`config.mk`:
```
export PLATFORM = sky130hd
export DESIGN_NAME = imu_window_resampler
export DESIGN_NICKNAME = d
export VERILOG_FILES = /design/src/iwr_pkg.sv /design/src/iwr_front.sv /design/src/iwr_interp.sv /design/src/iwr_back.sv /design/src/imu_window_resampler.sv
export SDC_FILE = /design/constraint.sdc
export NUM_CORES = 2
export LEC_CHECK = 0
export ABC_AREA = 1
export BUFFER_PORTS_ARGS = -buffer_cell sky130_fd_sc_hd__buf_2
export CORE_UTILIZATION = 50
export DETAILED_ROUTE_END_ITERATION = 16
export PLACE_DENSITY_LB_ADDON = 0.05
export SLEW_MARGIN = 20
export SYNTH_ARGS = -nofsm -noshare
export SYNTH_HDL_FRONTEND = slang
export SYNTH_HIERARCHICAL = 1
export SYNTH_SLANG_ARGS = --single-unit
```
`constraint.sdc`:
```
create_clock -name clock -period 21.8 [get_ports clock]
set_input_delay 3.27 -clock clock [delete_from_list [all_inputs] [get_ports clock]]
set_output_delay 3.27 -clock clock [all_outputs]
set_load 0.05 [all_outputs]
```
`src/iwr_pkg.sv`:
```
// Shared constants and types of the IMU window resampler.
// No dependencies.
`timescale 1ns / 1ps
`default_nettype none
package iwr_pkg;
   localparam int TIME_BITS_DEF        = 48;
   localparam int SAMPLE_BITS_DEF      = 16;
   localparam int LAMBDA_FRAC_BITS_DEF = 16;
   localparam int AXES                 = 6;
   localparam int CSR_INDEX_BITS       = 2;

   localparam logic [CSR_INDEX_BITS-1:0] CSR_WINDOW_START = 2'd0;
   localparam logic [CSR_INDEX_BITS-1:0] CSR_WINDOW_END   = 2'd1;

   // Interpolation operand pairs: (prev, cur) or (prev_prev, prev).
   typedef enum logic {
      PAIR_PREV_CUR  = 1'b0,
      PAIR_PPREV_PREV = 1'b1
   } pair_sel_type;

   typedef struct packed {
      logic is_first;
      logic is_final;
   } item_ctl_type;
endpackage
`default_nettype wire

```
`src/iwr_front.sv`:
```
// Input side: accepts items, unpacks fields and flags into a two-entry queue.
// Depends on iwr_pkg.
`timescale 1ns / 1ps
`default_nettype none
module iwr_front #(
   parameter int TIME_BITS   = iwr_pkg::TIME_BITS_DEF,
   parameter int SAMPLE_BITS = iwr_pkg::SAMPLE_BITS_DEF,
   parameter int DATA_BITS   = 144
) (
   input  wire logic                              clock,
   input  wire logic                              reset,
   input  wire logic                              req_tvalid,
   output logic                                   req_tready,
   input  wire logic [DATA_BITS-1:0]              req_tdata,
   input  wire logic                              req_tlast,
   input  wire logic                              req_tuser,
   output logic                                   head_valid,
   output logic [TIME_BITS-1:0]                   head_time,
   output logic [iwr_pkg::AXES*SAMPLE_BITS-1:0]   head_axes,
   output iwr_pkg::item_ctl_type                  head_ctl,
   input  wire logic                              head_pop
);
   localparam int AXW = iwr_pkg::AXES * SAMPLE_BITS;
   localparam int EW  = TIME_BITS + AXW + 2;

   logic [EW-1:0] entry_ff [2];
   logic          wr_ptr_ff, wr_ptr_in, rd_ptr_ff, rd_ptr_in;
   logic [1:0]    count_ff, count_in;
   logic          push;
   logic [EW-1:0] head;

   assign req_tready = (count_ff != 2'd2);
   assign push       = req_tvalid && req_tready;
   assign head       = entry_ff[rd_ptr_ff];
   assign head_valid = (count_ff != 2'd0);
   assign head_time  = head[TIME_BITS-1:0];
   assign head_axes  = head[TIME_BITS +: AXW];
   assign head_ctl   = head[EW-1 -: 2];

   always_comb begin
      wr_ptr_in = wr_ptr_ff ^ push;
      rd_ptr_in = rd_ptr_ff ^ head_pop;
      count_in  = count_ff + 2'(push) - 2'(head_pop);
   end

   always_ff @(posedge clock) begin
      if (reset) begin
         wr_ptr_ff <= 1'b0;
         rd_ptr_ff <= 1'b0;
         count_ff  <= 2'd0;
      end else begin
         wr_ptr_ff <= wr_ptr_in;
         rd_ptr_ff <= rd_ptr_in;
         count_ff  <= count_in;
      end
   end

   always_ff @(posedge clock) begin
      if (push) begin
         entry_ff[wr_ptr_ff] <= {req_tuser, req_tlast, req_tdata[TIME_BITS +: AXW],
                                 req_tdata[TIME_BITS-1:0]};
      end
   end
endmodule
`default_nettype wire

```
`src/iwr_interp.sv`:
```
// Linear interpolation unit: bit-serial lambda divide, then each axis
// in a multiply and an add state on one multiplier. Depends on iwr_pkg.
`timescale 1ns / 1ps
`default_nettype none
module iwr_interp #(
   parameter int TIME_BITS        = iwr_pkg::TIME_BITS_DEF,
   parameter int SAMPLE_BITS      = iwr_pkg::SAMPLE_BITS_DEF,
   parameter int LAMBDA_FRAC_BITS = iwr_pkg::LAMBDA_FRAC_BITS_DEF
) (
   input  wire logic                                clock,
   input  wire logic                                reset,
   input  wire logic                                go,
   input  wire logic [TIME_BITS-1:0]                a_time,
   input  wire logic [iwr_pkg::AXES*SAMPLE_BITS-1:0] a_axes,
   input  wire logic [TIME_BITS-1:0]                b_time,
   input  wire logic [iwr_pkg::AXES*SAMPLE_BITS-1:0] b_axes,
   input  wire logic [TIME_BITS-1:0]                at_time,
   output logic                                     fin,
   output logic [TIME_BITS-1:0]                     res_time,
   output logic [iwr_pkg::AXES*SAMPLE_BITS-1:0]     res_axes
);
   localparam int AX  = iwr_pkg::AXES;
   localparam int SB  = SAMPLE_BITS;
   localparam int FB  = LAMBDA_FRAC_BITS;
   localparam int PW  = SB + FB + 2;
   localparam int CW  = $clog2(FB + 1);
   localparam int IW  = $clog2(AX);
   localparam int QW  = PW + 1 - FB;

   typedef enum logic [3:0] {
      U_IDLE = 4'b0001,
      U_DIV  = 4'b0010,
      U_MUL  = 4'b0100,
      U_ADD  = 4'b1000
   } unit_state_type;

   unit_state_type        state_ff, state_in;
   logic [AX*SB-1:0]      a_ax_ff, a_ax_in, b_ax_ff, b_ax_in, res_ff, res_in;
   logic [TIME_BITS-1:0]  t_ff, t_in, den_ff, den_in, rem_ff, rem_in;
   logic [FB:0]           lam_ff, lam_in;
   logic [CW-1:0]         cnt_ff, cnt_in;
   logic [IW-1:0]         idx_ff, idx_in;
   logic [PW-1:0]         prod_ff, prod_in;
   logic                  neg_ff, neg_in, fin_ff, fin_in;

   logic [TIME_BITS-1:0]  num, den;
   logic [TIME_BITS:0]    rem2;
   logic signed [SB:0]    av, bv, diff;
   logic [SB:0]           mag;
   logic [PW:0]           rsum;
   logic [QW-1:0]         q;
   logic signed [QW-1:0]  aext, axis_res;

   assign fin      = fin_ff;
   assign res_time = t_ff;
   assign res_axes = res_ff;

   always_comb begin
      state_in = state_ff;
      a_ax_in  = a_ax_ff;
      b_ax_in  = b_ax_ff;
      res_in   = res_ff;
      t_in     = t_ff;
      den_in   = den_ff;
      rem_in   = rem_ff;
      lam_in   = lam_ff;
      cnt_in   = cnt_ff;
      idx_in   = idx_ff;
      prod_in  = prod_ff;
      neg_in   = neg_ff;
      fin_in   = 1'b0;

      num  = at_time - a_time;
      den  = b_time - a_time;
      rem2 = {rem_ff, 1'b0};
      av   = {a_ax_ff[idx_ff*SB + SB - 1], a_ax_ff[idx_ff*SB +: SB]};
      bv   = {b_ax_ff[idx_ff*SB + SB - 1], b_ax_ff[idx_ff*SB +: SB]};
      diff = bv - av;
      mag  = diff[SB] ? (SB+1)'(-diff) : diff;
      rsum = {1'b0, prod_ff} + ((PW+1)'(1) << (FB - 1));
      q    = rsum[PW:FB];
      aext = QW'(av);
      axis_res = neg_ff ? aext - signed'(q) : aext + signed'(q);

      case (state_ff)
         U_IDLE: begin
            if (go) begin
               a_ax_in = a_axes;
               b_ax_in = b_axes;
               t_in    = at_time;
               den_in  = den;
               rem_in  = num;
               lam_in  = '0;
               idx_in  = '0;
               cnt_in  = CW'(FB);
               if (at_time <= a_time) begin
                  state_in = U_MUL;
               end else if (den == '0 || num >= den) begin
                  lam_in   = (FB+1)'(1) << FB;
                  state_in = U_MUL;
               end else begin
                  state_in = U_DIV;
               end
            end
         end
         U_DIV: begin
            if (rem2 >= {1'b0, den_ff}) begin
               rem_in = TIME_BITS'(rem2 - {1'b0, den_ff});
               lam_in = {lam_ff[FB-1:0], 1'b1};
            end else begin
               rem_in = rem2[TIME_BITS-1:0];
               lam_in = {lam_ff[FB-1:0], 1'b0};
            end
            cnt_in = cnt_ff - CW'(1);
            if (cnt_ff == CW'(1)) begin
               state_in = U_MUL;
            end
         end
         U_MUL: begin
            prod_in  = PW'(mag) * PW'(lam_ff);
            neg_in   = diff[SB];
            state_in = U_ADD;
         end
         U_ADD: begin
            res_in[idx_ff*SB +: SB] = axis_res[SB-1:0];
            if (idx_ff == IW'(AX - 1)) begin
               fin_in   = 1'b1;
               state_in = U_IDLE;
            end else begin
               idx_in   = idx_ff + IW'(1);
               state_in = U_MUL;
            end
         end
         default: state_in = U_IDLE;
      endcase
   end

   always_ff @(posedge clock) begin
      if (reset) begin
         state_ff <= U_IDLE;
         fin_ff   <= 1'b0;
      end else begin
         state_ff <= state_in;
         fin_ff   <= fin_in;
      end
   end

   always_ff @(posedge clock) begin
      a_ax_ff <= a_ax_in;
      b_ax_ff <= b_ax_in;
      res_ff  <= res_in;
      t_ff    <= t_in;
      den_ff  <= den_in;
      rem_ff  <= rem_in;
      lam_ff  <= lam_in;
      cnt_ff  <= cnt_in;
      idx_ff  <= idx_in;
      prod_ff <= prod_in;
      neg_ff  <= neg_in;
   end
endmodule
`default_nettype wire

```
`src/iwr_back.sv`:
```
// Window sequencer: selects, interpolates through iwr_interp, holds one item
// back and drives the result register. Depends on iwr_pkg, iwr_interp.
`timescale 1ns / 1ps
`default_nettype none
module iwr_back #(
   parameter int TIME_BITS        = iwr_pkg::TIME_BITS_DEF,
   parameter int SAMPLE_BITS      = iwr_pkg::SAMPLE_BITS_DEF,
   parameter int LAMBDA_FRAC_BITS = iwr_pkg::LAMBDA_FRAC_BITS_DEF
) (
   input  wire logic                                 clock,
   input  wire logic                                 reset,
   input  wire logic [TIME_BITS-1:0]                 window_start,
   input  wire logic [TIME_BITS-1:0]                 window_end,
   input  wire logic                                 head_valid,
   input  wire logic [TIME_BITS-1:0]                 head_time,
   input  wire logic [iwr_pkg::AXES*SAMPLE_BITS-1:0] head_axes,
   input  wire iwr_pkg::item_ctl_type                head_ctl,
   output logic                                      head_pop,
   output logic                                      rsp_valid,
   input  wire logic                                 rsp_ready,
   output logic [TIME_BITS-1:0]                      rsp_time,
   output logic [iwr_pkg::AXES*SAMPLE_BITS-1:0]      rsp_axes,
   output logic                                      rsp_last,
   output logic                                      rsp_short,
   output logic                                      rsp_empty
);
   localparam int AXW = iwr_pkg::AXES * SAMPLE_BITS;

   typedef enum logic [5:0] {
      S_IDLE   = 6'b000001,
      S_DECODE = 6'b000010,
      S_WAIT   = 6'b000100,
      S_PUSH   = 6'b001000,
      S_CLOSE  = 6'b010000,
      S_DONE   = 6'b100000
   } seq_state_type;

   seq_state_type        state_ff, state_in;
   logic [TIME_BITS-1:0] prev_time_ff, prev_time_in, pp_time_ff, pp_time_in;
   logic [TIME_BITS-1:0] pend_time_ff, pend_time_in, r_time_ff, r_time_in;
   logic [AXW-1:0]       prev_axes_ff, prev_axes_in, pp_axes_ff, pp_axes_in;
   logic [AXW-1:0]       pend_axes_ff, pend_axes_in, r_axes_ff, r_axes_in;
   logic                 pz_ff, pz_in, have_ff, have_in, done_ff, done_in;
   logic                 pend_valid_ff, pend_valid_in;
   logic [1:0]           cnt_ff, cnt_in;
   logic                 second_ff, second_in, close_ff, close_in, upd_ff, upd_in;
   logic                 out_valid_ff, out_valid_in;
   logic [TIME_BITS-1:0] out_time_ff, out_time_in;
   logic [AXW-1:0]       out_axes_ff, out_axes_in;
   logic                 out_last_ff, out_last_in, out_short_ff, out_short_in;
   logic                 out_empty_ff, out_empty_in;

   logic                  go, ip_fin, out_free, drop_pend;
   iwr_pkg::pair_sel_type go_sel;
   logic [TIME_BITS-1:0]  go_time, ip_a_time, ip_b_time, ip_time;
   logic [AXW-1:0]        ip_a_axes, ip_b_axes, ip_axes;

   assign rsp_valid = out_valid_ff;
   assign rsp_time  = out_time_ff;
   assign rsp_axes  = out_axes_ff;
   assign rsp_last  = out_last_ff;
   assign rsp_short = out_short_ff;
   assign rsp_empty = out_empty_ff;
   assign out_free  = !out_valid_ff || rsp_ready;
   // held item goes out only if the new one has another timestamp
   assign drop_pend = pend_valid_ff && (pend_time_ff != r_time_ff);

   always_comb begin
      if (go_sel == iwr_pkg::PAIR_PPREV_PREV) begin
         ip_a_time = pp_time_ff;   ip_a_axes = pp_axes_ff;
         ip_b_time = prev_time_ff; ip_b_axes = prev_axes_ff;
      end else begin
         ip_a_time = prev_time_ff; ip_a_axes = prev_axes_ff;
         ip_b_time = head_time;    ip_b_axes = head_axes;
      end
   end

   iwr_interp #(
      .TIME_BITS(TIME_BITS), .SAMPLE_BITS(SAMPLE_BITS),
      .LAMBDA_FRAC_BITS(LAMBDA_FRAC_BITS)
   ) u_interp (
      .clock(clock), .reset(reset), .go(go),
      .a_time(ip_a_time), .a_axes(ip_a_axes),
      .b_time(ip_b_time), .b_axes(ip_b_axes),
      .at_time(go_time), .fin(ip_fin), .res_time(ip_time), .res_axes(ip_axes)
   );

   always_comb begin
      state_in      = state_ff;
      prev_time_in  = prev_time_ff;  prev_axes_in = prev_axes_ff;
      pp_time_in    = pp_time_ff;    pp_axes_in   = pp_axes_ff;
      pend_time_in  = pend_time_ff;  pend_axes_in = pend_axes_ff;
      r_time_in     = r_time_ff;     r_axes_in    = r_axes_ff;
      pz_in         = pz_ff;
      have_in       = have_ff;
      done_in       = done_ff;
      pend_valid_in = pend_valid_ff;
      cnt_in        = cnt_ff;
      second_in     = second_ff;
      close_in      = close_ff;
      upd_in        = upd_ff;
      out_valid_in  = out_valid_ff && !rsp_ready;
      out_time_in   = out_time_ff;   out_axes_in  = out_axes_ff;
      out_last_in   = out_last_ff;   out_short_in = out_short_ff;
      out_empty_in  = out_empty_ff;
      go            = 1'b0;
      go_sel        = iwr_pkg::PAIR_PREV_CUR;
      go_time       = window_end;
      head_pop      = 1'b0;

      case (state_ff)
         S_IDLE: begin
            if (head_valid) begin
               if (head_ctl.is_first) begin
                  have_in       = 1'b0;
                  pz_in         = 1'b1;
                  done_in       = 1'b0;
                  pend_valid_in = 1'b0;
                  cnt_in        = 2'd0;
               end
               state_in = S_DECODE;
            end
         end
         S_DECODE: begin
            upd_in    = 1'b0;
            second_in = 1'b0;
            close_in  = head_ctl.is_final;
            if (done_ff) begin
               state_in = S_DONE;
            end else if (!have_ff) begin
               prev_time_in = head_time;
               prev_axes_in = head_axes;
               have_in      = 1'b1;
               state_in     = head_ctl.is_final ? S_CLOSE : S_DONE;
            end else if (head_time > window_start && prev_time_ff < window_start) begin
               // pair straddles the start
               go       = 1'b1;
               go_time  = window_start;
               upd_in   = 1'b1;
               state_in = S_WAIT;
            end else if (prev_time_ff >= window_start && head_time <= window_end) begin
               r_time_in = prev_time_ff;
               r_axes_in = prev_axes_ff;
               upd_in    = 1'b1;
               state_in  = S_PUSH;
            end else if (head_time > window_end) begin
               close_in = 1'b1;
               if (prev_time_ff > window_end && pz_ff) begin
                  state_in = S_CLOSE;
               end else if (prev_time_ff > window_end) begin
                  go       = 1'b1;
                  go_sel   = iwr_pkg::PAIR_PPREV_PREV;
                  state_in = S_WAIT;
               end else begin
                  r_time_in = prev_time_ff;
                  r_axes_in = prev_axes_ff;
                  second_in = (prev_time_ff != window_end);
                  state_in  = S_PUSH;
               end
            end else begin
               upd_in   = 1'b1;
               state_in = head_ctl.is_final ? S_CLOSE : S_DONE;
            end
         end
         S_WAIT: begin
            if (ip_fin) begin
               r_time_in = ip_time;
               r_axes_in = ip_axes;
               state_in  = S_PUSH;
            end
         end
         S_PUSH: begin
            if (!drop_pend || out_free) begin
               if (drop_pend) begin
                  out_valid_in = 1'b1;
                  out_time_in  = pend_time_ff;
                  out_axes_in  = pend_axes_ff;
                  out_last_in  = 1'b0;
                  out_short_in = 1'b0;
                  out_empty_in = 1'b0;
                  if (cnt_ff != 2'd3) cnt_in = cnt_ff + 2'd1;
               end
               pend_time_in  = r_time_ff;
               pend_axes_in  = r_axes_ff;
               pend_valid_in = 1'b1;
               if (second_ff) begin
                  // end time not reached yet: interpolate on (prev, cur)
                  second_in = 1'b0;
                  go        = 1'b1;
                  state_in  = S_WAIT;
               end else begin
                  state_in = close_ff ? S_CLOSE : S_DONE;
               end
            end
         end
         S_CLOSE: begin
            if (out_free) begin
               out_valid_in = 1'b1;
               out_last_in  = 1'b1;
               if (pend_valid_ff) begin
                  out_time_in  = pend_time_ff;
                  out_axes_in  = pend_axes_ff;
                  out_short_in = (cnt_ff == 2'd0);
                  out_empty_in = 1'b0;
                  if (cnt_ff != 2'd3) cnt_in = cnt_ff + 2'd1;
               end else begin
                  out_time_in  = '0;
                  out_axes_in  = '0;
                  out_short_in = 1'b1;
                  out_empty_in = 1'b1;
               end
               pend_valid_in = 1'b0;
               done_in       = 1'b1;
               state_in      = S_DONE;
            end
         end
         S_DONE: begin
            if (upd_ff) begin
               pp_time_in   = prev_time_ff;
               pp_axes_in   = prev_axes_ff;
               prev_time_in = head_time;
               prev_axes_in = head_axes;
               pz_in        = 1'b0;
            end
            head_pop = 1'b1;
            state_in = S_IDLE;
         end
         default: state_in = S_IDLE;
      endcase
   end

   always_ff @(posedge clock) begin
      if (reset) begin
         state_ff      <= S_IDLE;
         pz_ff         <= 1'b1;
         have_ff       <= 1'b0;
         done_ff       <= 1'b0;
         pend_valid_ff <= 1'b0;
         cnt_ff        <= 2'd0;
         second_ff     <= 1'b0;
         close_ff      <= 1'b0;
         upd_ff        <= 1'b0;
         out_valid_ff  <= 1'b0;
      end else begin
         state_ff      <= state_in;
         pz_ff         <= pz_in;
         have_ff       <= have_in;
         done_ff       <= done_in;
         pend_valid_ff <= pend_valid_in;
         cnt_ff        <= cnt_in;
         second_ff     <= second_in;
         close_ff      <= close_in;
         upd_ff        <= upd_in;
         out_valid_ff  <= out_valid_in;
      end
   end

   always_ff @(posedge clock) begin
      prev_time_ff <= prev_time_in;  prev_axes_ff <= prev_axes_in;
      pp_time_ff   <= pp_time_in;    pp_axes_ff   <= pp_axes_in;
      pend_time_ff <= pend_time_in;  pend_axes_ff <= pend_axes_in;
      r_time_ff    <= r_time_in;     r_axes_ff    <= r_axes_in;
      out_time_ff  <= out_time_in;   out_axes_ff  <= out_axes_in;
      out_last_ff  <= out_last_in;   out_short_ff <= out_short_in;
      out_empty_ff <= out_empty_in;
   end
endmodule
`default_nettype wire

```
`src/imu_window_resampler.sv`:
```
// IMU window resampler: selects and interpolates IMU samples for a time
// window. After the input queue, the sequencer takes an item through its
// idle, decode and done states, through its push state as well when the item
// is passed through or interpolated, and through its close state when the
// item closes the window. An interpolation runs the divider at one lambda
// bit per cycle, unless lambda is clamped, then each axis in turn on the
// shared multiplier, then hands the result back; an item needs at most one.
// The two-entry input queue keeps taking items while the sequencer works, and
// the result register lets the sequencer run on while a result waits; a second
// result stalls the sequencer until the first one is taken.
// Depends on iwr_pkg, iwr_front, iwr_interp, iwr_back.
`timescale 1ns / 1ps
`default_nettype none
module imu_window_resampler #(
   parameter int TIME_BITS        = iwr_pkg::TIME_BITS_DEF,
   parameter int SAMPLE_BITS      = iwr_pkg::SAMPLE_BITS_DEF,
   parameter int LAMBDA_FRAC_BITS = iwr_pkg::LAMBDA_FRAC_BITS_DEF,
   localparam int DATA_BITS = ((TIME_BITS + iwr_pkg::AXES * SAMPLE_BITS + 7) / 8) * 8
) (
   input  wire logic                               clock,
   input  wire logic                               reset,
   input  wire logic                               req_tvalid,
   output logic                                    req_tready,
   // sample_time, accel_x, accel_y, accel_z, gyro_x, gyro_y, gyro_z
   input  wire logic [DATA_BITS-1:0]               req_tdata,
   input  wire logic                               req_tlast,  // final_sample
   input  wire logic                               req_tuser,  // first_sample
   output logic                                    rsp_tvalid,
   input  wire logic                               rsp_tready,
   // out_time, out_accel_x/y/z, out_gyro_x/y/z
   output logic [DATA_BITS-1:0]                    rsp_tdata,
   output logic                                    rsp_tlast,  // last_of_window
   output logic [1:0]                              rsp_tuser,  // short_window, empty_window
   input  wire logic                               csr_valid,
   output logic                                    csr_ready,
   input  wire logic [iwr_pkg::CSR_INDEX_BITS-1:0] csr_index,
   input  wire logic [TIME_BITS-1:0]               csr_data
);
   localparam int AXW = iwr_pkg::AXES * SAMPLE_BITS;

   logic [TIME_BITS-1:0]  win_start_ff, win_end_ff;
   logic                  head_valid, head_pop, rsp_short, rsp_empty;
   logic [TIME_BITS-1:0]  head_time, rsp_time;
   logic [AXW-1:0]        head_axes, rsp_axes;
   iwr_pkg::item_ctl_type head_ctl;

   assign csr_ready = 1'b1;

   always_ff @(posedge clock) begin
      if (reset) begin
         win_start_ff <= '0;
         win_end_ff   <= '0;
      end else if (csr_valid) begin
         if (csr_index == iwr_pkg::CSR_WINDOW_START) win_start_ff <= csr_data;
         if (csr_index == iwr_pkg::CSR_WINDOW_END)   win_end_ff   <= csr_data;
      end
   end

   iwr_front #(
      .TIME_BITS(TIME_BITS), .SAMPLE_BITS(SAMPLE_BITS), .DATA_BITS(DATA_BITS)
   ) u_front (
      .clock(clock), .reset(reset),
      .req_tvalid(req_tvalid), .req_tready(req_tready), .req_tdata(req_tdata),
      .req_tlast(req_tlast), .req_tuser(req_tuser),
      .head_valid(head_valid), .head_time(head_time), .head_axes(head_axes),
      .head_ctl(head_ctl), .head_pop(head_pop)
   );

   iwr_back #(
      .TIME_BITS(TIME_BITS), .SAMPLE_BITS(SAMPLE_BITS),
      .LAMBDA_FRAC_BITS(LAMBDA_FRAC_BITS)
   ) u_back (
      .clock(clock), .reset(reset),
      .window_start(win_start_ff), .window_end(win_end_ff),
      .head_valid(head_valid), .head_time(head_time), .head_axes(head_axes),
      .head_ctl(head_ctl), .head_pop(head_pop),
      .rsp_valid(rsp_tvalid), .rsp_ready(rsp_tready),
      .rsp_time(rsp_time), .rsp_axes(rsp_axes),
      .rsp_last(rsp_tlast), .rsp_short(rsp_short), .rsp_empty(rsp_empty)
   );

   assign rsp_tdata = DATA_BITS'({rsp_axes, rsp_time});
   assign rsp_tuser = {rsp_empty, rsp_short};
endmodule
`default_nettype wire

```
==> summary by stage <==
STA
Setup repair after global routing left no endpoint under its margin. The relative max-transition margin is 0.226. At the pin with the least slew margin, the transition time is 1.15 ns. The post-route setup TNS is 0 ns. Across all setup checks in the final design, the least slack found is 10.82 ns. The final number of hold-violating endpoints is 0. Of the available clock period, the critical path in the final layout requires 0.504. The time the worst path needs with I/O delays and setup is 10.98 ns.

The clock skew after layout is 0.0549 ns. The count of pins over their slew limit is 0. Static timing analysis puts the maximum clock frequency at 91.1 MHz.

The setup violation total in the final timing report is 0.

Layout
The library cell used most frequently in the layout, excluding fill and tap cells, is nand2_1. The net count reported at finish is 10.8k. The number of cells in the finished layout apart from fillers is between 10k and 15k.

Compared with the post-synthesis result, the final layout area differs by 10.3%. The final design instance area without fill is between 100000 and 150000 um2. Leaving out fill and tap cells, the most frequent cells in the layout are nand2_1 (1928), inv_1 (1530), edfxtp_1 (1490), nor2_1 (1193), a21oi_1 (554).

Of the cells placed in the final design, the portion with a size suffix greater than 1 is 0.0949.

Drt
The DRC marker count from the first detailed-route iteration is 6078. The routed layout has 67.8k vias. In the routed layout, each cell is associated on average with a via count of 5.48. The number of design rule violations left after detail routing is 0. After detailed routing, the average wire length per cell comes to 24.3 um. The detailed-route wire length is 301000 um. The number of nets still failing antenna checks after routing is 0. For this run, the detailed router's first-pass iteration total came to 8.

Setup path
At the worst endpoint, the arrival time is 11.53 ns. By instance count, the cell type seen most on the critical path is fa_1. The largest fanout of any net on the critical path is 67. The largest single stage delay on the critical path is 0.68 ns.

The cell at the slowest stage of the critical path is buf_4. In this run the register-to-register setup slack is roughly 11 ns. STA classifies the critical path endpoint as a flop. By startpoint and endpoint, the worst setup path is classified as reg2reg.

For the worst setup path, the data required time is 22.35 ns. The depth of the worst register-to-register path is 43. The element type at the critical path start is a flop.

Yosys
Of all flip-flops after synthesis, the portion carrying an async set or reset was 0. After synthesis the cells add up to 91400 um2. When the netlist entered floorplanning its net count stood at 10.5k. The synthesis warning total is 6. Yosys mapped a number of flops with a built-in enable equal to 1490. Synthesis produced a netlist whose cell count is 9552. The most used flip-flop cell after synthesis is edfxtp_1. Counting flops and latches in the post-synthesis netlist gives 1611. The number of distinct standard cells referenced by the synthesized netlist is 74. For this run, the register share of the synthesized area comes to 0.516.

Averaged over all synthesized cells, the footprint is 9.56 um2.

Hold path
In this run the worst hold path is classified as reg2reg. The worst hold path passes through 0 cells.

Die
The die covers about 180000 um2. The floorplan has roughly 160 rows. Measured along the y axis, the die boundary spans roughly 430 um. The initial utilization of the core area, before any placement, comes to 0.504.

The horizontal extent of the die is 429 um. The core footprint is around 180000 um2. The boundary pin count is 351.

Placed design
In this run, placement finished with an instance count of 12.1k. The worst slack at placement is 10.88 ns. The final HPWL from detailed placement is 237000 um. In this run the tool buffered the top-level ports with 349 buffer cells. At the end of routability-driven placement, the weighted congestion stood at 1.06.

Once placement finished, the instance area stood at 95100 um2.

GRT
The number of antenna violations at the first check in global routing came to 13. The total global-route track usage is 0.324. The final global-route overflow total is 0. The via count of the first global-routing pass is 66.6k. The pin count of the biggest net entering global routing is 220. The first global-routing pass estimated 436000 um of wire.

CTS
The number of buffers created by CTS is 170. The CTS tree is yes. CTS built an H-tree with a depth of 4. In this run, post-CTS hold repair placed 0 buffers. The number of gates resized after CTS is 0. The clock tree root driver cell is clkbuf_16. The number of buffers on the longest clock path is 3. The clock-pin slew reported for the worst setup and hold paths after clock tree synthesis is 0.06 ns. The number of setup buffers added after CTS is 0. The clock drives 1611 sinks. At the later pin of the worst-skew pair, clock insertion delay measures 0.85 ns.

Run
The max-capacitance violation count is 0.

Outcome
The flow ran to the end, and the final reports show no timing, DRC or antenna violations.
==> metal layers <==
metal | wire, um | vias to the layer above | global-route usage
met5 | 0 | - | 0
met1 | 119000 | 32900 | 0.398
met4 | 19900 | 0 | 0.188
met2 | 147000 | 2317 | 0.555
li1 | - | 32000 | -
met3 | 15200 | 604 | 0.0347
==> logic make-up (layout without fill, tap and decap cells) <==
family,count (synthesis),after routing,share of synthesized area
AOI/OAI and AO/OA,1370,1370,0.0819
xor gates and xnor gates,197,197,0.0192
adders and majority gates,749,749,0.121
buffers and inverters,1843,2290,0.0818
DFF,1611,1611,0.516
muxes,146,146,0.0180
other,1,10,0.0000410
and+or+nand+nor,3635,3635,0.162
==> worst max-delay path: cells and delay by family (launching register included) <==
kind / cells / cell delay [ns]
compound gates: 9 / 2.04
simple gates: 12 / 1.35
buf+inv: 11 / 2.37
xor+xnor: 2 / 0.67
flops: 1 / 0.35
fa+ha+maj: 9 / 3.84
==> final timing paths <==
| path | start | endpoint |
|---|---|---|
| worst min register to register | u_back/r_axes_ff[73]$_DFFE_PP_ | u_back/pend_axes_ff[73]$_DFFE_PP_ |
| worst max-delay path | u_back/u_interp/idx_ff[0]$_SDFFCE_PN0P_ | u_back/u_interp/prod_ff[28]$_DFFE_PP_ |
| worst min-delay path | u_back/r_axes_ff[73]$_DFFE_PP_ | u_back/pend_axes_ff[73]$_DFFE_PP_ |
| worst max register to register | u_back/u_interp/idx_ff[0]$_SDFFCE_PN0P_ | u_back/u_interp/prod_ff[28]$_DFFE_PP_ |
==> layout make-up <==
cell class / instances / area [um2]
clock inverters: 97 / 1090
multi-input cells: 6098 / 36900
clock buffers: 214 / 4530
well taps: 2370 / 2970
flip-flops and latches: 1611 / 47200
diodes: 9 / 22.5
inverters: 1570 / 5910
repair buffers: 409 / 2250
fillers: 16300 / 80300
==> synthesized netlist by cell type, drive strengths merged (9+ instances only) <==
library cell	n	area [um2]
o21ai	595	3010
a21o	25	188
inv	1555	5840
nor3	56	327
o221ai	16	140
edfxtp	1490	44700
fa	226	4520
nand3b	20	150
ha	523	6540
a21oi	558	2820
nand3	257	1360
o22ai	15	93.8
nand2	1963	7470
o21bai	16	120
xor2	104	918
dfxtp	121	2420
clkbuf	127	478
mux2	146	1640
o21a	45	338
nand4	74	475
o311ai	9	78.8
clkinv	15	56.3
a31oi	24	150
nor2	1210	4600
nor4	20	168
or2	23	149
a21boi	12	101
xnor2	93	833
buf	146	1100
o211ai	25	188
==> per-stage QoR <==
stage | hold WS (ns) | util
after floorplan | 0.400 | -
after global placement | 0.403 | 0.525
after detailed placement | 0.405 | 0.525
after CTS | 0.366 | 0.556
after global routing | 0.393 | 0.556
final | 0.370 | 0.556
==> registers in the layout, indices dropped and copies added (netlist names), 96 cells and up <==
name,cells
u_back/u_interp/res_axes,96
u_back/u_interp/a_ax_ff,96
u_back/pend_axes_ff,96
u_back/rsp_axes,96
u_back/pp_axes_ff,96
u_back/prev_axes_ff,96
u_back/r_axes_ff,96
u_front/entry_ff,292
u_back/u_interp/b_ax_ff,96
Power is not shown: default switching activity piles up to over one toggle a cycle in this logic, so the estimate is an artifact.
